==> config.mk <==
export PLATFORM = sky130hd
export DESIGN_NAME = utf8_to_ucs2_decoder
export DESIGN_NICKNAME = d
export VERILOG_FILES = /design/src/rtl/u2u_pkg.sv /design/src/rtl/u2u_front.sv /design/src/rtl/u2u_queue.sv /design/src/rtl/u2u_back.sv /design/src/rtl/utf8_to_ucs2_decoder.sv
export VERILOG_INCLUDE_DIRS = /design/src /design/src/rtl
export SDC_FILE = /design/constraint.sdc
export NUM_CORES = 1
export LEC_CHECK = 0
export ABC_AREA = 1
export BUFFER_PORTS_ARGS = -buffer_cell sky130_fd_sc_hd__buf_2
export CORE_ASPECT_RATIO = 0.6
export CORE_MARGIN = 4
export CORE_UTILIZATION = 35
export DETAILED_ROUTE_END_ITERATION = 10
export HOLD_SLACK_MARGIN = 0.12
export PLACE_DENSITY = 0.56
export SLEW_MARGIN = 5
export SYNTH_ARGS = -nofsm -noshare
export SYNTH_HDL_FRONTEND = slang
export SYNTH_SLANG_ARGS = --single-unit
==> constraint.sdc <==
create_clock -name clk_i -period 4.2 [get_ports clk_i]
set_input_delay 0.63 -clock clk_i [delete_from_list [all_inputs] [get_ports clk_i]]
set_output_delay 0.63 -clock clk_i [all_outputs]
set_load 0.01 [all_outputs]
==> src/rtl/utf8_to_ucs2_decoder_defines.svh <==
// ----------------------------------------------------------------------------
// UTF-8 to UCS-2 decoder assertion macros
// Shared concurrent assertion helpers, clocked on clk_i and disabled in reset.
// ----------------------------------------------------------------------------
`ifndef UTF8_TO_UCS2_DECODER_DEFINES_SVH
`define UTF8_TO_UCS2_DECODER_DEFINES_SVH

// Same-cycle implication checked at every rising edge outside reset.
`define U2U_ASSERT_NOW(lbl, ant, cons, msg) \
  lbl: assert property (@(posedge clk_i) disable iff (!rst_ni) (ant) |-> (cons)) \
    else $error(msg);

// Next-cycle implication checked at every rising edge outside reset.
`define U2U_ASSERT_NEXT(lbl, ant, cons, msg) \
  lbl: assert property (@(posedge clk_i) disable iff (!rst_ni) (ant) |=> (cons)) \
    else $error(msg);

`endif

==> src/rtl/u2u_pkg.sv <==
// ----------------------------------------------------------------------------
// UTF-8 to UCS-2 decoder package
// Shared types, byte-class constants and queue sizing.
// ----------------------------------------------------------------------------
package u2u_pkg;

  // Byte classification masks and patterns.
  localparam logic [7:0] ASCII_LIMIT = 8'h80;
  localparam logic [7:0] LEAD2_MASK  = 8'hE0;
  localparam logic [7:0] LEAD2_PAT   = 8'hC0;
  localparam logic [7:0] LEAD3_MASK  = 8'hF0;
  localparam logic [7:0] LEAD3_PAT   = 8'hE0;

  // Hebrew block bounds.
  localparam logic [15:0] HEBREW_LO = 16'h0590;
  localparam logic [15:0] HEBREW_HI = 16'h05FF;

  // Capacity register reset value.
  localparam logic [15:0] MAX_UNITS_RST = 16'd64;

  // Register file layout.
  localparam int unsigned PADDR_W       = 3;
  localparam int unsigned PDATA_W       = 32;
  localparam logic        REG_MAX_UNITS = 1'b0;

  // Queue between front and back.
  localparam int unsigned QUEUE_DEPTH = 4;
  localparam int unsigned QPTR_W      = $clog2(QUEUE_DEPTH);
  localparam int unsigned QCNT_W      = $clog2(QUEUE_DEPTH + 1);

  // Sequence progress of the decoder.
  typedef enum logic [3:0] {
    PEND_NONE    = 4'b0001,
    PEND_TWO     = 4'b0010,
    PEND_THREE_A = 4'b0100,
    PEND_THREE_B = 4'b1000
  } pend_e;

  // One queued work entry: an optional code unit followed by an optional end result.
  typedef struct packed {
    logic        has_unit;
    logic [15:0] unit;
    logic        eos;
    logic        heb;
  } qent_t;

endpackage

==> src/rtl/u2u_front.sv <==
// ----------------------------------------------------------------------------
// UTF-8 to UCS-2 decoder front end
// Classifies each accepted byte, tracks the pending sequence and pushes work.
// ----------------------------------------------------------------------------
module u2u_front
  import u2u_pkg::*;
(
  input  logic        clk_i,
  input  logic        rst_ni,
  input  logic        accept_i,
  input  logic [7:0]  data_byte_i,
  input  logic [15:0] max_units_i,
  output logic        push_o,
  output qent_t       entry_o
);

  pend_e       pend_q, pend_d;
  logic [7:0]  lead_q, lead_d;
  logic [7:0]  second_q, second_d;
  logic [15:0] units_q, units_d;
  logic        heb_q, heb_d;

  logic [15:0] limit;
  logic        room;
  logic [15:0] cp2;
  logic [15:0] cp3;
  logic        produce;
  qent_t       entry;

  // Unit budget for the string; a zero capacity behaves like one.
  assign limit = (max_units_i == 16'd0) ? 16'd0 : max_units_i - 16'd1;
  assign room  = units_q < limit;

  // Code point assembly for two- and three-byte sequences.
  assign cp2 = {5'd0, lead_q[4:0], data_byte_i[5:0]};
  assign cp3 = {lead_q[3:0], second_q[5:0], data_byte_i[5:0]};

  // Next-state and work entry decode for one byte.
  always_comb begin
    pend_d   = pend_q;
    lead_d   = lead_q;
    second_d = second_q;
    units_d  = units_q;
    heb_d    = heb_q;
    produce  = 1'b0;
    entry    = '0;
    if (data_byte_i == 8'd0) begin
      // Terminator: flush a waiting ASCII middle byte, then the end result.
      produce        = 1'b1;
      entry.has_unit = (pend_q == PEND_THREE_B) && (second_q < ASCII_LIMIT) && room;
      entry.unit     = {8'd0, second_q};
      entry.eos      = 1'b1;
      entry.heb      = heb_q;
      pend_d         = PEND_NONE;
      lead_d         = '0;
      second_d       = '0;
      units_d        = '0;
      heb_d          = 1'b0;
    end else if (room) begin
      case (pend_q)
        PEND_TWO: begin
          produce        = 1'b1;
          entry.has_unit = 1'b1;
          entry.unit     = cp2;
          units_d        = units_q + 16'd1;
          pend_d         = PEND_NONE;
          if ((cp2 >= HEBREW_LO) && (cp2 <= HEBREW_HI)) begin
            heb_d = 1'b1;
          end
        end
        PEND_THREE_A: begin
          second_d = data_byte_i;
          pend_d   = PEND_THREE_B;
        end
        PEND_THREE_B: begin
          produce        = 1'b1;
          entry.has_unit = 1'b1;
          entry.unit     = cp3;
          units_d        = units_q + 16'd1;
          pend_d         = PEND_NONE;
        end
        default: begin
          if (data_byte_i < ASCII_LIMIT) begin
            produce        = 1'b1;
            entry.has_unit = 1'b1;
            entry.unit     = {8'd0, data_byte_i};
            units_d        = units_q + 16'd1;
          end else if ((data_byte_i & LEAD2_MASK) == LEAD2_PAT) begin
            lead_d = data_byte_i;
            pend_d = PEND_TWO;
          end else if ((data_byte_i & LEAD3_MASK) == LEAD3_PAT) begin
            lead_d = data_byte_i;
            pend_d = PEND_THREE_A;
          end
        end
      endcase
    end
  end

  assign push_o  = accept_i && produce;
  assign entry_o = entry;

  // Decoder state, updated only on an accepted beat.
  always_ff @(posedge clk_i or negedge rst_ni) begin
    if (!rst_ni) begin
      pend_q   <= PEND_NONE;
      lead_q   <= '0;
      second_q <= '0;
      units_q  <= '0;
      heb_q    <= 1'b0;
    end else if (accept_i) begin
      pend_q   <= pend_d;
      lead_q   <= lead_d;
      second_q <= second_d;
      units_q  <= units_d;
      heb_q    <= heb_d;
    end
  end

endmodule

==> src/rtl/u2u_queue.sv <==
// ----------------------------------------------------------------------------
// UTF-8 to UCS-2 decoder work queue
// Small register FIFO that decouples the front end from the output stage.
// ----------------------------------------------------------------------------
module u2u_queue
  import u2u_pkg::*;
(
  input  logic  clk_i,
  input  logic  rst_ni,
  input  logic  push_i,
  input  qent_t wdata_i,
  input  logic  pop_i,
  output qent_t rdata_o,
  output logic  empty_o,
  output logic  full_o
);

  qent_t             mem_q [QUEUE_DEPTH];
  logic [QPTR_W-1:0] wr_ptr_q, rd_ptr_q;
  logic [QCNT_W-1:0] cnt_q, cnt_d;

  assign empty_o = (cnt_q == '0);
  assign full_o  = (cnt_q == QCNT_W'(QUEUE_DEPTH));
  assign rdata_o = mem_q[rd_ptr_q];

  // Occupancy tracking.
  always_comb begin
    cnt_d = cnt_q;
    if (push_i && !pop_i) begin
      cnt_d = cnt_q + QCNT_W'(1);
    end else if (pop_i && !push_i) begin
      cnt_d = cnt_q - QCNT_W'(1);
    end
  end

  // Pointers and count.
  always_ff @(posedge clk_i or negedge rst_ni) begin
    if (!rst_ni) begin
      wr_ptr_q <= '0;
      rd_ptr_q <= '0;
      cnt_q    <= '0;
    end else begin
      cnt_q <= cnt_d;
      if (push_i) begin
        wr_ptr_q <= wr_ptr_q + QPTR_W'(1);
      end
      if (pop_i) begin
        rd_ptr_q <= rd_ptr_q + QPTR_W'(1);
      end
    end
  end

  // Entry storage.
  always_ff @(posedge clk_i) begin
    if (push_i) begin
      mem_q[wr_ptr_q] <= wdata_i;
    end
  end

endmodule

==> src/rtl/u2u_back.sv <==
// ----------------------------------------------------------------------------
// UTF-8 to UCS-2 decoder back end
// Expands queued work into result beats through an output register.
// ----------------------------------------------------------------------------
module u2u_back
  import u2u_pkg::*;
(
  input  logic        clk_i,
  input  logic        rst_ni,
  input  qent_t       head_i,
  input  logic        empty_i,
  output logic        pop_o,
  output logic        out_valid_o,
  input  logic        out_stall_i,
  output logic [15:0] code_unit_o,
  output logic        end_of_string_o,
  output logic        hebrew_seen_o
);

  logic        valid_q, valid_d;
  logic [15:0] unit_q, unit_d;
  logic        eos_q, eos_d;
  logic        heb_q, heb_d;
  logic        eos_pend_q, eos_pend_d;
  logic        eos_heb_q, eos_heb_d;
  logic        load;

  // The output register takes a new beat when empty or being drained.
  assign load  = !valid_q || !out_stall_i;
  assign pop_o = load && !eos_pend_q && !empty_i;

  // Select the next result: a held end result first, then the queue head.
  always_comb begin
    valid_d    = valid_q;
    unit_d     = unit_q;
    eos_d      = eos_q;
    heb_d      = heb_q;
    eos_pend_d = eos_pend_q;
    eos_heb_d  = eos_heb_q;
    if (load) begin
      valid_d = 1'b0;
      if (eos_pend_q) begin
        valid_d    = 1'b1;
        unit_d     = '0;
        eos_d      = 1'b1;
        heb_d      = eos_heb_q;
        eos_pend_d = 1'b0;
      end else if (!empty_i) begin
        valid_d = 1'b1;
        if (head_i.has_unit) begin
          unit_d     = head_i.unit;
          eos_d      = 1'b0;
          heb_d      = 1'b0;
          eos_pend_d = head_i.eos;
          eos_heb_d  = head_i.heb;
        end else begin
          unit_d = '0;
          eos_d  = head_i.eos;
          heb_d  = head_i.heb;
        end
      end
    end
  end

  // Control state.
  always_ff @(posedge clk_i or negedge rst_ni) begin
    if (!rst_ni) begin
      valid_q    <= 1'b0;
      eos_pend_q <= 1'b0;
    end else begin
      valid_q    <= valid_d;
      eos_pend_q <= eos_pend_d;
    end
  end

  // Result payload.
  always_ff @(posedge clk_i) begin
    unit_q    <= unit_d;
    eos_q     <= eos_d;
    heb_q     <= heb_d;
    eos_heb_q <= eos_heb_d;
  end

  assign out_valid_o     = valid_q;
  assign code_unit_o     = unit_q;
  assign end_of_string_o = eos_q;
  assign hebrew_seen_o   = heb_q;

endmodule

==> src/rtl/utf8_to_ucs2_decoder.sv <==
// ----------------------------------------------------------------------------
// UTF-8 to UCS-2 decoder
// Streams UTF-8 bytes in and 16-bit code units plus an end result out.
// ----------------------------------------------------------------------------
// The decoder accepts one byte per clock whenever its four-entry work queue
// has room, and delivers one result beat per clock while the sink does not
// stall. A zero byte closes the string and yields an end result (code unit
// zero, with the Hebrew flag), preceded by one flushed unit when a
// three-byte sequence was cut short after an ASCII middle byte; that
// terminator then yields both beats. A result reaches the output through
// the work queue and the output register: its byte is decoded into the
// queue at the accepting edge, and the output register loads it from the
// queue head. The capacity register max_units sits at byte address 0 of
// the APB port and should be written only while the decoder is idle.
`include "utf8_to_ucs2_decoder_defines.svh"

module utf8_to_ucs2_decoder
  import u2u_pkg::*;
(
  input  logic               clk_i,
  input  logic               rst_ni,
  // Configuration port
  input  logic               psel,
  input  logic               penable,
  input  logic               pwrite,
  input  logic [PADDR_W-1:0] paddr,
  input  logic [PDATA_W-1:0] pwdata,
  output logic [PDATA_W-1:0] prdata,
  output logic               pready,
  // Byte input
  input  logic               in_valid_i,
  output logic               in_stall_o,
  input  logic [7:0]         data_byte_i,
  // Result output
  output logic               out_valid_o,
  input  logic               out_stall_i,
  output logic [15:0]        code_unit_o,
  output logic               end_of_string_o,
  output logic               hebrew_seen_o
);

  logic [15:0] max_units_q;
  logic        reg_sel;
  logic        accept;
  logic        push;
  qent_t       push_entry;
  qent_t       head;
  logic        pop;
  logic        q_empty;
  logic        q_full;

  // Register decode and capacity register.
  assign pready  = 1'b1;
  assign reg_sel = (paddr[PADDR_W-1] == REG_MAX_UNITS);
  assign prdata  = reg_sel ? {{(PDATA_W-16){1'b0}}, max_units_q} : '0;

  always_ff @(posedge clk_i or negedge rst_ni) begin
    if (!rst_ni) begin
      max_units_q <= MAX_UNITS_RST;
    end else if (psel && penable && pwrite && pready && reg_sel) begin
      max_units_q <= pwdata[15:0];
    end
  end

  // Input handshake.
  assign in_stall_o = q_full;
  assign accept     = in_valid_i && !q_full;

  u2u_front u_front (
    .clk_i       (clk_i),
    .rst_ni      (rst_ni),
    .accept_i    (accept),
    .data_byte_i (data_byte_i),
    .max_units_i (max_units_q),
    .push_o      (push),
    .entry_o     (push_entry)
  );

  u2u_queue u_queue (
    .clk_i   (clk_i),
    .rst_ni  (rst_ni),
    .push_i  (push),
    .wdata_i (push_entry),
    .pop_i   (pop),
    .rdata_o (head),
    .empty_o (q_empty),
    .full_o  (q_full)
  );

  u2u_back u_back (
    .clk_i           (clk_i),
    .rst_ni          (rst_ni),
    .head_i          (head),
    .empty_i         (q_empty),
    .pop_o           (pop),
    .out_valid_o     (out_valid_o),
    .out_stall_i     (out_stall_i),
    .code_unit_o     (code_unit_o),
    .end_of_string_o (end_of_string_o),
    .hebrew_seen_o   (hebrew_seen_o)
  );

  // The queue never takes an entry while full and never pops while empty.
  `U2U_ASSERT_NOW(a_no_overflow, push, !q_full, "work queue overflow")
  `U2U_ASSERT_NOW(a_no_underflow, pop, !q_empty, "work queue underflow")
  // An end result always carries a zero code unit.
  `U2U_ASSERT_NOW(a_eos_zero, out_valid_o && end_of_string_o, code_unit_o == 16'd0,
                  "end result with nonzero code unit")
  // The Hebrew flag is reported only on an end result.
  `U2U_ASSERT_NOW(a_heb_on_eos, out_valid_o && !end_of_string_o, !hebrew_seen_o,
                  "Hebrew flag on a code unit result")
  // An accepted terminator always shows up as a queued entry.
  `U2U_ASSERT_NEXT(a_term_queued, accept && (data_byte_i == 8'd0), !q_empty,
                   "terminator produced no queue entry")

endmodule

# == Yosys cells after proc, flatten, opt, wreduce, memory -nomap -nowiden ==
# Memory sizes are Yosys's and may differ from the RTL's.
# Cells that the tools add are included.
# totals
output_inout_bits,53
wordCells,131
rom_bits,0
register_bits,78
mem_count,1
latchBits,0
in_bits,50
ram_bits,76
# memory_table
name,words,word_bits,rd,rd_clocked_by_memory_dff,write_ports,line_no,text
u_queue.mem_q,4,19,1,0,1,u2u_queue.sv:18,qent_t mem_q [QUEUE_DEPTH];
# classes
magnitude_cmp,5
n_reduce_logical,40
bitwise_logic,3
div_mod_pow,0
add_sub_neg,6
mux,50
n_mul,0
n_shift,0
n_eq_ne,11
# op_table
operator,count
two-way mux 16 bit,7
two-way mux 17 bit,3
one-hot mux 17 bit (3 select lines),1
one-hot mux 16 bit (2 select lines),1
two-way mux 5 bit,6
two-way mux 8 bit,3
two-way mux 4 bit,5
two-way mux 1 bit,19
adder 16 x 1 -> 16 bit (second input constant),1
zero test 16 bit,1
< comparator 16 bit,1
< comparator 8 bit (second input constant),2
AND reduction 4 bit,4
subtractor 16 x 1 -> 16 bit (second input constant),1
logical AND 1 bit,12
greater-or-equal comparator 11 bit (second input constant),1
less-or-equal comparator 11 bit (second input constant),1
nonzero test 2 bit,5
equality test 4 bit (second input constant),2
zero test 8 bit,1
one-hot mux 4 bit (2 select lines),1
zero test 1 bit,7
equality test 3 bit (second input constant),2
two-way mux 3 bit,2
other kinds (20),26

# == Longest topological paths before layout ==
# depth
word_depth,10
mapped_depth,29

# == By module ==
# Synthesis repeated with hierarchy kept, for this count alone.
# unflattened
cells_unflattened,909
hier_area_um2,8264.2
# modules_own_cells
module,cells_per_inst,area_per_inst_um2,instances
u2u_queue,270,3554.7,1
u2u_front,439,2891.5,1
utf8_to_ucs2_decoder,127,947.2,1
u2u_back,73,870.8,1

# == Least setup slack after synthesis ==
# Ideal clock, no wire load.
# synth_path
kind,register -> register
from,register max_units_q[2]
to,register u_queue.cnt_q[2]
setup_time_ns,0.131
path_slack_ns,0.300
arrival_ns,3.769
stages_incl_launch_ff,30
required_ns,4.069
cell_sequence,dfrtp_1 > nor2_1 > nand2_1 > nor2_1 > nand3_1 > inv_1 > nand2_1 > inv_1 > nand2_1 > inv_1 > nand2_1 > inv_1 > nand3_1 > xor2_1 > nand2_1 > ha_1 > a21oi_1 > o21ai_0 > a21oi_1 > nand3_4 > nand2_8 > nand2_8 > buf_12 > inv_1 > ha_1 > inv_1 > fa_1 > a21oi_1 > o21ai_0 > xor2_1
# synth_via
elab_chain_cells,9
# synth_rtl
item,line_no,text
start: declaration,utf8_to_ucs2_decoder.sv:42,logic [15:0] max_units_q;
start signal: assignment,utf8_to_ucs2_decoder.sv:61,max_units_q <= pwdata[15:0];
subtractor 16 x 1 -> 16 bit or zero test 16 bit (tied branches),u2u_front.sv:31,assign limit = (max_units_i == 16'd0) ? 16'd0 : max_units_i - 16'd1;
two-way mux 16 bit (*),u2u_front.sv:31,
< comparator 16 bit (*),u2u_front.sv:32,assign room = units_q < limit;
two-way mux 1 bit (*),u2u_front.sv:59,end else if (room) begin
two-way mux 1 bit (*),u2u_front.sv:47,if (data_byte_i == 8'd0) begin
logical AND 1 bit (*),u2u_front.sv:100,assign push_o = accept_i && produce;
via push,utf8_to_ucs2_decoder.sv:45,logic push;
zero test 1 bit,u2u_queue.sv:31,end else if (pop_i && !push_i) begin
logical AND 1 bit,u2u_queue.sv:31,
nonzero test 2 bit (no line),n/a,
end signal: assignment,u2u_queue.sv:43,cnt_q <= cnt_d;
end: declaration,u2u_queue.sv:20,"logic [QCNT_W-1:0] cnt_q, cnt_d;"
# The timed path passes the listed nets; every way through them passes the cells marked *.
# A chain may end at the register's enable or synchronous reset.

# == Worst setup path after layout ==
# layout_path
from,register max_units_q[1]
to,register u_queue.cnt_q[2]
# The elaborated chain is that of the path after synthesis.

==> metrics.cfg <==
[die]
start_util_pct = 35.6
die_h_um = 124
die_w_um = 201
rows = 42
core_area_mm2 = 0.0220
ios = 103
die-area_mm2 = 0.0249

[setup_path]
crit_type = register to register
arrival_ns = 4.14
cp_max_fo = 3
cp_slowest_cell = dfrtp_1
crit_top_cell = inv_1
critPathMaxStageDelay_ns = 0.37
cp.required_ns = 4.50
crit_start = max_units_q[1]
startpoint_type = register
r2r_start = max_units_q[1]
end_kind = register

[detailed_routing]
drt-total-wl_um = 17900
first_pass_iters = 5
dr.first_iter.drc_count = 466
vias_per_cell = 4.78
routedWlPerCell_um = 14.7
drtAntennaViolNets = 0
vias = 5836
drc_errors = 0

[cells_and_area]
nets = 997
area_growth_pct = 16.4
antenna_cells = 0
fin_util_pct = 41.4
final_common_cell = nor2_1
drive_gt1_share_pct = 18.7
mostFrequentLayoutCells = nor2_1, nand2_1, edfxtp_1
fin_cells = 1222
fin_area_mm2 = 0.00912

[clock_tree]
root_buffer = clkbuf_16
clock-sinks = 154
cts_tree = yes
insertion_delay_ns = 0.42
ctsLongestPathBuffers = 2
cts_max_level = 4
cts_buffers = 17
clk_pin_slew_ns = 0.06

[run]
max_cap_violations = 0

[timing]
finalSetupViolations = 0
clock_skew_ns = 0.00993
worst_slack_ns = 0.357
period_minus_slack_ns = 3.84
hold_violations = 0
worstMarginPinSlew_ns = 0.816
clock.fmax_mhz = 260
slew_headroom_pct = 45.0
period_share_pct = 91.5
setup-tns-final_ns = 0
drv_slew = 0

[placement]
dp_hpwl_um = 12600
place.gp.congestion = 0.836
dp_cells = 1189
numPortBuffers = 67
place_area_mm2 = 0.00853
post-place-ws_ns = 0.145

[global_routing]
grt_start_max_net_pins = 41
grt_pass1_wl_um = 28700
antenna_found_initial = 0
grt_overflow_total = 0
grt_pass1_vias = 5245
grt.total_usage_pct = 14.7

[power]
peakVddDrop_mv = 0.336
power_per_cell_area_mw_per_mm2 = 633
p_leak_uw = 0.00405

[synth]
syn_inst = 845
synth-main-ff-cell = edfxtp_1
synthDominantCellAreaShare_pct = 36.4
ys_seq_area_share_pct = 55.3
ys_seq_elements = 154
synth.distinct_cells = 44
yosysWarnings = 0
synth.avg_cell_area_um2 = 9.28
yosys-top-cells-area = edfxtp_1, dfrtp_1, nor2_1, nand2_1, o21ai_0
synth_top_area_cell = edfxtp_1
synth_edf_count = 95
async_flop_share_pct = 38.3
synthesis.area_mm2 = 0.00784

[hold_path]
hp-class = input pin to async pin

[status]
outcome = completed

[synth_stat cells (2+ instances only)]
| cell | instances |
|---|---|
| nand3_1 | 40 |
| buf_4 | 18 |
| o21ai_0 | 59 |
| xnor2_1 | 2 |
| inv_1 | 74 |
| dfrtp_1 | 57 |
| nor2_1 | 146 |
| conb_1 | 2 |
| buf_12 | 2 |
| edfxtp_1 | 95 |
| nand2_8 | 2 |
| inv_2 | 3 |
| o21ai_1 | 2 |
| a32o_1 | 2 |
| nor3_1 | 12 |
| clkbuf_1 | 22 |
| dfstp_2 | 2 |
| nand2_4 | 4 |
| o22ai_1 | 7 |
| nor2_2 | 11 |
| ha_1 | 23 |
| xor2_1 | 8 |
| buf_2 | 3 |
| nand2_2 | 21 |
| nand2_1 | 135 |
| a21oi_1 | 56 |
| nand4_1 | 20 |
[metal layers]
layer / routed length [um] / global-route usage [%]
met4: 153 / 3.63
met1: 9940 / 23.8
met5: 0 / 0
met2: 6960 / 19.5
met3: 891 / 3.49
[cell type report]
cell class,count,area (um^2)
clock buffers,18,429
clock inverters,14,146
fillers,2173,12900
inverters,78,295
multi-input cells,582,3000
flip-flops and latches,154,4330
well taps,286,358
repair buffers,90,558
[power by group]
group | internal (uW) | total, uW | switching, uW
sequential | 2120 | 2300 | 183
combinational | 664 | 1980 | 1310
clock | 877 | 1500 | 618
[sequential cells by signal, indices dropped and copies added (netlist names), 2 cells and up]
register / flops
u_queue.cnt_q: 3
u_queue.wr_ptr_q: 2
u_back.code_unit_o: 16
u_front.lead_q: 5
max_units_q: 16
u_front.units_q: 16
u_front.second_q: 8
u_queue.mem_q: 76
u_front.pend_q: 4
u_queue.rd_ptr_q: 2
[path summary, 6_finish.rpt]
kind                                       to  slack, ns  depth (start not counted)
setup reg to reg             u_queue.cnt_q[2]       0.36                         28
setup / recovery             u_queue.cnt_q[2]       0.36                         28
min in group clk_i             max_units_q[6]       0.44                          3
hold reg to reg            u_back.out_valid_o       0.47                          2
max in group asynchronous   u_front.pend_q[0]       3.05                          2
hold / removal                max_units_q[11]       0.20                          1
[critical path, delay by kind of cell, from the launching register on]
kind	cells	cell delay (ns)
flops	1	0.37
fa+ha+maj	3	0.81
compound gates	5	0.73
simple gates	12	1.09
xor+xnor	2	0.29
buf+inv	6	0.44
[kinds of logic after synthesis]
logic type / count (synthesis) / synth area share [%]
AO/OA/AOI/OAI: 130 / 8.83
XOR/XNOR: 10 / 1.12
adder cells (fa/ha/maj): 24 / 3.93
buffers and inverters: 124 / 7.29
flip-flops: 154 / 55.3
multiplexers: 1 / 0.144
other: 2 / 0.0958
AND/OR/NAND/NOR: 400 / 23.3
[repair_timing]
item,4_1_cts,5_1_grt
setup endpoints to repair,0,62
resized for setup,0,3
setup buffers,0,1
hold buffers,0,0
[stage by stage]
| step | hold WS (ns) | power, uW |
|---|---|---|
| final | 0.200 | 5770 |
| after floorplan | 0.334 | 3670 |
| after CTS | 0.205 | 5840 |
| after global routing | 0.228 | 6190 |
| after detailed placement | 0.457 | 4330 |
| after global placement | 0.456 | 4300 |
(Power assumes the default switching activity.)
